<file path="src/rtl/bra_pkg.sv">
package bra_pkg;

	// Command kinds carried in s_tuser.
	localparam logic [2:0] KIND_CLEAR_ALL = 3'd0;
	localparam logic [2:0] KIND_TEST_BIT  = 3'd1;
	localparam logic [2:0] KIND_SET_BIT   = 3'd2;
	localparam logic [2:0] KIND_CLEAR_BIT = 3'd3;
	localparam logic [2:0] KIND_FIND_RUN  = 3'd4;

	localparam int KIND_W   = 3;
	localparam int INDEX_W  = 10;
	localparam int RUN_W    = 11;
	localparam int USED_W   = 8;
	localparam int BYTE_W   = 8;
	localparam int POS_W    = 3;

	localparam logic [USED_W-1:0] USED_RESET = 8'd128;

	typedef enum logic [2:0] {
		ST_CLEAR,
		ST_IDLE,
		ST_BITOP,
		ST_SCAN,
		ST_RESULT
	} state_t;

	typedef struct packed {
		logic             hit;
		logic [POS_W-1:0] pos;
		logic [RUN_W-1:0] cnt;
	} scan_step_t;

	// Walks the eight bits of one map byte, lowest bit first, and extends the
	// current free run. Stops counting at the first bit where the run reaches len.
	function automatic scan_step_t scan_byte(input logic [BYTE_W-1:0] b,
	                                         input logic [RUN_W-1:0] cnt,
	                                         input logic [RUN_W-1:0] len);
		scan_step_t r;
		logic [RUN_W-1:0] c;
		r.hit = 1'b0;
		r.pos = '0;
		c = cnt;
		for (int j = 0; j < BYTE_W; j++) begin
			if (!r.hit) begin
				if (b[j]) begin
					c = '0;
				end else begin
					c = c + RUN_W'(1);
				end
				if (c == len) begin
					r.hit = 1'b1;
					r.pos = POS_W'(j);
				end
			end
		end
		r.cnt = c;
		return r;
	endfunction

endpackage

</file>
<file path="src/rtl/bitmap_run_allocator.sv">
// First-fit bitmap allocator.
// Input channel s_*: one command item per handshake; s_tuser holds the kind
// (clear all, test, set, clear, find run) and s_tdata the bit index and run length.
// Output channel m_*: exactly one result item per command, in order.
// cfg_wen/cfg_wdata write used_bytes, the number of map bytes that a find scans.
// The map lives in a byte-wide memory with one write and one registered read port.
// Test, set and clear pass through a bit-operation state before the result state;
// an unused kind, a zero run length or an empty scan range goes straight to it;
// a find walks the scanned bytes until a hit, and the scan loop takes one byte
// per cycle through the read port; clear all sweeps all MAP_BYTES bytes and
// writes one byte per cycle. One command is in work at a time; s_tready is high
// only while the block is idle.
// After reset the map is cleared by a sweep over all MAP_BYTES bytes, during which
// s_tready stays low; used_bytes resets to 128.
// A finished result sits in an output register. The block takes the next command
// while it waits; if the receiver stalls, that command's result is held back
// until the register is free.
module bitmap_run_allocator
	import bra_pkg::*;
#(
	parameter int MAP_BYTES = 128
) (
	input  logic        clk,
	input  logic        arst_n,
	input  logic        s_tvalid,
	output logic        s_tready,
	input  logic [23:0] s_tdata,   // bit_index [9:0], run_length [20:10], zero pad
	input  logic [7:0]  s_tuser,   // kind [2:0], zero pad
	output logic        m_tvalid,
	input  logic        m_tready,
	output logic [15:0] m_tdata,   // bit_value [0], start_index [10:1], zero pad
	output logic [7:0]  m_tuser,   // found [0], zero pad
	input  logic        cfg_wen,
	input  logic [7:0]  cfg_wdata
);

	localparam int AW  = (MAP_BYTES > 1) ? $clog2(MAP_BYTES) : 1;
	localparam int NBW = $clog2(MAP_BYTES + 1);
	localparam int CW  = (NBW > USED_W) ? NBW : USED_W;
	localparam logic [CW-1:0] MAP_BYTES_C = CW'(MAP_BYTES);
	localparam logic [AW-1:0] LAST_ADDR   = AW'(MAP_BYTES - 1);

	logic [BYTE_W-1:0] mem [MAP_BYTES];

	state_t state_q, state_d;

	logic [USED_W-1:0]  used_q;
	logic [AW-1:0]      clr_cnt_q;
	logic               clr_cmd_q;
	logic [KIND_W-1:0]  op_q;
	logic [POS_W-1:0]   bitpos_q;
	logic               byte_ok_q;
	logic [AW-1:0]      addr_q;
	logic [RUN_W-1:0]   cnt_q;
	logic [RUN_W-1:0]   len_q;
	logic [BYTE_W-1:0]  rdata_q;
	logic               res_bit_q;
	logic               res_found_q;
	logic [INDEX_W-1:0] res_start_q;
	logic               m_tvalid_q;
	logic               m_bit_q;
	logic               m_found_q;
	logic [INDEX_W-1:0] m_start_q;

	logic [KIND_W-1:0]  in_kind;
	logic [INDEX_W-1:0] in_index;
	logic [RUN_W-1:0]   in_len;
	logic [CW-1:0]      in_byte_c;
	logic [AW-1:0]      in_addr;
	logic               in_byte_ok;
	logic [CW-1:0]      nbytes_c;
	logic [CW-1:0]      next_count_c;
	logic               scan_last;
	logic               accept;
	logic               out_load;
	logic               find_empty;
	scan_step_t         step;
	logic [INDEX_W-1:0] start_c;
	logic [6:0]         addr_lo;
	logic [BYTE_W-1:0]  bit_mask;

	logic               mem_we;
	logic [AW-1:0]      mem_waddr;
	logic [BYTE_W-1:0]  mem_wdata;
	logic [AW-1:0]      mem_raddr;

	assign in_kind    = s_tuser[KIND_W-1:0];
	assign in_index   = s_tdata[INDEX_W-1:0];
	assign in_len     = s_tdata[INDEX_W+RUN_W-1:INDEX_W];
	assign in_byte_c  = CW'(in_index[INDEX_W-1:POS_W]);
	assign in_addr    = in_byte_c[AW-1:0];
	assign in_byte_ok = in_byte_c < MAP_BYTES_C;

	assign nbytes_c     = (CW'(used_q) > MAP_BYTES_C) ? MAP_BYTES_C : CW'(used_q);
	assign next_count_c = CW'(addr_q) + CW'(1);
	assign scan_last    = next_count_c >= nbytes_c;
	assign find_empty   = (in_len == '0) || (nbytes_c == '0);

	assign accept   = s_tvalid && s_tready;
	assign out_load = !m_tvalid_q || m_tready;

	assign step     = scan_byte(rdata_q, cnt_q, len_q);
	assign addr_lo  = 7'(addr_q);
	assign start_c  = {addr_lo, 3'b000} + INDEX_W'(step.pos) + INDEX_W'(1)
	                  - len_q[INDEX_W-1:0];
	assign bit_mask = BYTE_W'(1) << bitpos_q;

	// Next state.
	always_comb begin
		state_d = state_q;
		unique case (state_q)
			ST_CLEAR: begin
				if (clr_cnt_q == LAST_ADDR) begin
					state_d = clr_cmd_q ? ST_RESULT : ST_IDLE;
				end
			end
			ST_IDLE: begin
				if (accept) begin
					unique case (in_kind)
						KIND_CLEAR_ALL: state_d = ST_CLEAR;
						KIND_TEST_BIT,
						KIND_SET_BIT,
						KIND_CLEAR_BIT: state_d = ST_BITOP;
						KIND_FIND_RUN:  state_d = find_empty ? ST_RESULT : ST_SCAN;
						default:        state_d = ST_RESULT;
					endcase
				end
			end
			ST_BITOP: state_d = ST_RESULT;
			ST_SCAN: begin
				if (step.hit || scan_last) begin
					state_d = ST_RESULT;
				end
			end
			ST_RESULT: begin
				if (out_load) begin
					state_d = ST_IDLE;
				end
			end
			default: state_d = ST_IDLE;
		endcase
	end

	// Memory ports and handshake.
	always_comb begin
		s_tready  = 1'b0;
		mem_we    = 1'b0;
		mem_waddr = addr_q;
		mem_wdata = rdata_q;
		mem_raddr = addr_q;
		unique case (state_q)
			ST_CLEAR: begin
				mem_we    = 1'b1;
				mem_waddr = clr_cnt_q;
				mem_wdata = '0;
			end
			ST_IDLE: begin
				s_tready  = 1'b1;
				mem_raddr = (in_kind == KIND_FIND_RUN) ? '0 : in_addr;
			end
			ST_BITOP: begin
				mem_we    = byte_ok_q && (op_q != KIND_TEST_BIT);
				mem_wdata = (op_q == KIND_SET_BIT) ? (rdata_q | bit_mask)
				                                   : (rdata_q & ~bit_mask);
			end
			ST_SCAN: begin
				// Fetch the next byte while this one is examined.
				mem_raddr = addr_q + AW'(1);
			end
			ST_RESULT: begin
			end
			default: begin
			end
		endcase
	end

	always_ff @(posedge clk) begin
		if (mem_we) begin
			mem[mem_waddr] <= mem_wdata;
		end
		rdata_q <= mem[mem_raddr];
	end

	always_ff @(posedge clk or negedge arst_n) begin
		if (!arst_n) begin
			state_q    <= ST_CLEAR;
			clr_cnt_q  <= '0;
			clr_cmd_q  <= 1'b0;
			used_q     <= USED_RESET;
			m_tvalid_q <= 1'b0;
		end else begin
			state_q <= state_d;
			if (cfg_wen) begin
				used_q <= cfg_wdata;
			end
			if (state_q == ST_CLEAR) begin
				clr_cnt_q <= clr_cnt_q + AW'(1);
			end else begin
				clr_cnt_q <= '0;
			end
			if (accept) begin
				clr_cmd_q <= (in_kind == KIND_CLEAR_ALL);
			end
			if (state_q == ST_RESULT && out_load) begin
				m_tvalid_q <= 1'b1;
			end else if (m_tready) begin
				m_tvalid_q <= 1'b0;
			end
		end
	end

	// Command and result payload.
	always_ff @(posedge clk) begin
		if (accept) begin
			op_q        <= in_kind;
			bitpos_q    <= in_index[POS_W-1:0];
			byte_ok_q   <= in_byte_ok;
			addr_q      <= (in_kind == KIND_FIND_RUN) ? '0 : in_addr;
			cnt_q       <= '0;
			len_q       <= in_len;
			res_bit_q   <= 1'b0;
			res_found_q <= 1'b0;
			res_start_q <= '0;
		end
		if (state_q == ST_BITOP && op_q == KIND_TEST_BIT) begin
			res_bit_q <= byte_ok_q && rdata_q[bitpos_q];
		end
		if (state_q == ST_SCAN) begin
			cnt_q  <= step.cnt;
			addr_q <= addr_q + AW'(1);
			if (step.hit) begin
				res_found_q <= 1'b1;
				res_start_q <= start_c;
			end
		end
		if (state_q == ST_RESULT && out_load) begin
			m_bit_q   <= res_bit_q;
			m_found_q <= res_found_q;
			m_start_q <= res_start_q;
		end
	end

	assign m_tvalid = m_tvalid_q;
	assign m_tdata  = {5'd0, m_start_q, m_bit_q};
	assign m_tuser  = {7'd0, m_found_q};

endmodule

</file>
<file path="config.mk">
export PLATFORM = sky130hd
export DESIGN_NAME = bitmap_run_allocator
export DESIGN_NICKNAME = d
export VERILOG_FILES = /design/src/rtl/bra_pkg.sv /design/src/rtl/bitmap_run_allocator.sv
export SDC_FILE = /design/constraint.sdc
export NUM_CORES = 2
export LEC_CHECK = 0
export BUFFER_PORTS_ARGS = -buffer_cell sky130_fd_sc_hd__buf_2
export CAP_MARGIN = 20
export CORE_ASPECT_RATIO = 0.8
export CORE_MARGIN = 2
export CORE_UTILIZATION = 35
export DETAILED_ROUTE_END_ITERATION = 16
export GPL_TIMING_DRIVEN = 1
export PLACE_DENSITY_LB_ADDON = 0.3
export SLEW_MARGIN = 5
export SYNTH_ARGS = -nofsm -noshare
export SYNTH_HDL_FRONTEND = slang
export SYNTH_SLANG_ARGS = --single-unit
</file>
<file path="constraint.sdc">
create_clock -name clk -period 28.4 [get_ports clk]
set_clock_uncertainty 0.1 [all_clocks]
set_input_delay 0 -clock clk [delete_from_list [all_inputs] [get_ports clk]]
set_output_delay 0 -clock clk [all_outputs]
set_load 0.05 [all_outputs]
</file>
==> flow_metrics.env <==
export IMPL_hp_start="m_tready"
export IMPL_max_vdd_ir_drop_v=0.000100
export IMPL_synthCells=4659
export IMPL_synth_area_per_cell_sq_um=11.6
export IMPL_drive_above_1_share_pct=8.55
export IMPL_synth_async_reset_ratio_pct=1.80
export IMPL_tns_ns=0
export IMPL_io_pins=71
export IMPL_p_per_area_mw_per_mm2=114
export IMPL_grt_overflow_total=0
export IMPL_switching_share_pct=44.3
export IMPL_numCtsBuffers=109
export IMPL_final_core_util_pct=39.5
export IMPL_synthTopCellsByArea="edfxtp_1 (60%), a211oi_1 (5.5%), nand2_1 (5.0%)"
export IMPL_busiest_layer="met1"
export IMPL_worst_slack_ns=11.30
export IMPL_cts_tree="built"
export IMPL_placedCellCount=6465
export IMPL_min_period_ns=17.10
export IMPL_critPathRequiredTime_ns=28.89
export IMPL_first_global_vias=35500
export IMPL_maxCapViolCount=0
export IMPL_area_delta_synth_final_pct=11.8
export IMPL_grt_use_met1_pct=30.0
export IMPL_hold_viol_final=0
export IMPL_dr_pass1_iters=6
export IMPL_drc=0
export IMPL_tightestPinTransition_ns=1.23
export IMPL_max_freq_mhz=58.5
export IMPL_place_congestion=0.918
export IMPL_drt_antenna_violating_nets=0
export IMPL_grt_usage_pct=19.3
export IMPL_clk_pin_slew_worst_paths_ns=0.06
export IMPL_synth_seq_area_share_pct=61.4
export IMPL_met2_usage_pct=27.3
export IMPL_post_drt_wl_per_cell_microns=23.4
export IMPL_slowest_delay_ns=0.81
export IMPL_rrSetupSlack_ns=11.30
export IMPL_p_switching_w=0.00305
export IMPL_final_cell_count_no_fill=6739
export IMPL_end_kind="register"
export IMPL_antenna_found_initial=0
export IMPL_rows=128
export IMPL_grt_max_degree=169
export IMPL_cp_max_fo=36
export IMPL_dieWidth_microns=443
export IMPL_worstSetupEndpoint="res_start_q[9]"
export IMPL_preCtsSetupSlack_ns=11.52
export IMPL_worst_setup_path_type="reg -> reg"
export IMPL_met3_usage_pct=3.81
export IMPL_p_comb_share_pct=46.8
export IMPL_core_sq_mm=0.152
export IMPL_grt_first_pass_wirelength_microns=233000
export IMPL_drt_iter0_markers=4675
export IMPL_netlist_area_leader_share_pct=59.7
export IMPL_startpoint="cnt_q[0]"
export IMPL_ys_seq_elements=1111
export IMPL_worstRegToRegCells=60
export IMPL_arrival_ns=17.59
export IMPL_start_kind="register"
export IMPL_root_buffer="clkbuf_16"
export IMPL_ys_flop_type="edfxtp_1"
export IMPL_die_h_microns=355
export IMPL_slew_viol_final=0
export IMPL_status="completed"
export IMPL_cpMaxStageDelayCell="edfxtp_1"
export IMPL_synth_edff_count=1072
export IMPL_cp_common_cell="a21oi_1"
export IMPL_fin_hold_ws_ns=0.130
export IMPL_clkPwrFrac_pct=20.5
export IMPL_dr_total_vias=38800
export IMPL_reg2reg_from="cnt_q[0]"
export IMPL_leakage_nw=19.2
export IMPL_cts_sinks=1111
export IMPL_intPower_w=0.00383
export IMPL_place_hpwl_microns=98100
export IMPL_io_buffers=50
export IMPL_r2r_end="res_start_q[9]"
export IMPL_synth_warning_count=0
export IMPL_clk_latency_ns=0.74
export IMPL_setup_viol=0
export IMPL_final_min_period_over_clock_period_pct=60.2
export IMPL_via_per_inst=5.75
export IMPL_synth_cell_type_count=131
export IMPL_start_util_pct=35.3
export IMPL_seqPwrFrac_pct=32.7
export IMPL_die_area_sq_mm=0.157
export IMPL_nets=4716
export IMPL_cts_path_max_buffers=3
export IMPL_drt_wl_total_microns=158000
export IMPL_netlist_area_sq_mm=0.0539
export IMPL_yosys_area_top_type="edfxtp_1"
export IMPL_fillers=14500
export IMPL_hp_class="in -> reg"
export IMPL_cts_setup_buffers=0
export IMPL_slew_headroom_pct=17.8
export IMPL_cts_htree_levels=3
export IMPL_rsz0062_at_grt="no"
==> power groups by stage <==
stage | combinational [W] | clock, W | sequential (W)
floorplan | 0.00205 | 0 | 0.00234
global placement | 0.00314 | 0 | 0.00228
detailed placement | 0.00317 | 0 | 0.00228
CTS | 0.00319 | 0.00143 | 0.00225
global route | 0.00347 | 0.00150 | 0.00225
finish | 0.00322 | 0.00141 | 0.00225
==> layout by cell type (no fill, tap or decap), types with 22 or more instances in the layout <==
cell and count:
dlygate4sd3_1 71, nand3_1 77, nor4_1 33, nand2b_1 32, a21o_1 29, a21oi_1 227
and3_1 22, ha_1 35, edfxtp_1 1072, a311oi_1 130, or3_1 40, mux2i_1 37
clkbuf_16 110, a211oi_1 396, a31oi_1 143, and2_1 257, inv_1 45, nand2_1 710
xnor2_1 72, o21ai_0 98, clkbuf_1 22, nand4_1 45, nor2_1 276, clkinv_1 29
nor3_1 65, buf_2 50, buf_4 77
==> cell type report <==
class | instances | area, sq um | area share (%)
timing repair buffer | 205 | 1670 | 2.78
multi-input combinational | 3158 | 19400 | 32.2
clock buffer | 132 | 2840 | 4.71
inverter | 50 | 188 | 0.312
tap | 2015 | 2520 | 4.19
sequential | 1111 | 33100 | 54.9
clock inverter | 67 | 561 | 0.931
antenna | 1 | 2.50 | 0.00416
==> stage by stage <==
step / area (sq um) / power [W]
after floorplan: 53900 / 0.00439
after global placement: 56100 / 0.00542
after detailed placement: 56100 / 0.00545
after CTS: 60200 / 0.00687
after global routing: 60200 / 0.00722
final: 60200 / 0.00688
==> timing repair <==
item                      in CTS  in global routing
hold buffers                  72                  0
hold endpoints to repair      57                  0
resized for setup              0                  0
==> cell usage after synthesis (all sizes together), types with 46 or more instances <==
| cell type | number |
|---|---|
| buf | 73 |
| edfxtp | 1072 |
| a211oi | 400 |
| nor3 | 72 |
| a311oi | 130 |
| nor2 | 281 |
| xnor2 | 72 |
| nand3 | 78 |
| and2 | 279 |
| inv | 47 |
| clkbuf | 278 |
| a31oi | 143 |
| nand2 | 714 |
| nand4 | 46 |
| a21oi | 234 |
| o21ai | 115 |
==> worst min path at each step <==
stage / endpoint / cells after the start / slack [ns]
final: m_tvalid / 4 / 0.13
after global routing: op_q[2] / 2 / 0.1
after CTS: op_q[2] / 2 / 0.06
after detailed placement: used_q[2] / 1 / -0.07
after global placement: used_q[2] / 1 / -0.08
after floorplan: clr_cmd_q / 0 / -0.40
==> flip-flops by register name, indices dropped and copies added, names as in the netlist <==
name,cells
cnt_q,11
res_bit_q,1
m_bit_q,1
clr_cmd_q,1
op_q,3
m_found_q,1
res_start_q,10
res_found_q,1
rdata_q,8
len_q,11
m_start_q,10
bitpos_q,3
m_tvalid,1
addr_lo,7
state_q,3
clr_cnt_q,7
used_q,8
mem,1024
==> logic make-up after synthesis <==
kind of cell | synth area share, %
and+or+nand+nor | 15.3
AOI/OAI and AO/OA | 16.6
DFF | 61.4
buffers and inverters | 3.07
xor gates and xnor gates | 1.57
muxes | 1.23
adders and majority gates | 0.850
other | 0.00696
==> critical path, delay by kind of cell, from the launching register on <==
| kind | cells | cell delay (ns) |
|---|---|---|
| and+or+nand+nor | 22 | 7.03 |
| AOI/OAI and AO/OA | 23 | 5.43 |
| adders and majority gates | 7 | 2.41 |
| buffers and inverters | 5 | 0.78 |
| DFF | 1 | 0.81 |
| muxes | 1 | 0.09 |
| xor gates and xnor gates | 2 | 0.30 |
==> metal layers <==
layer,vias to the layer above,wire (microns),share of wire [%]
li1,17700,-,-
met1,19300,74800,47
met2,1539,65700,42
met3,218,13200,8.4
met4,0,4050,2.6
met5,-,0,0
No activity file was read; power rests on OpenSTA's default activity.
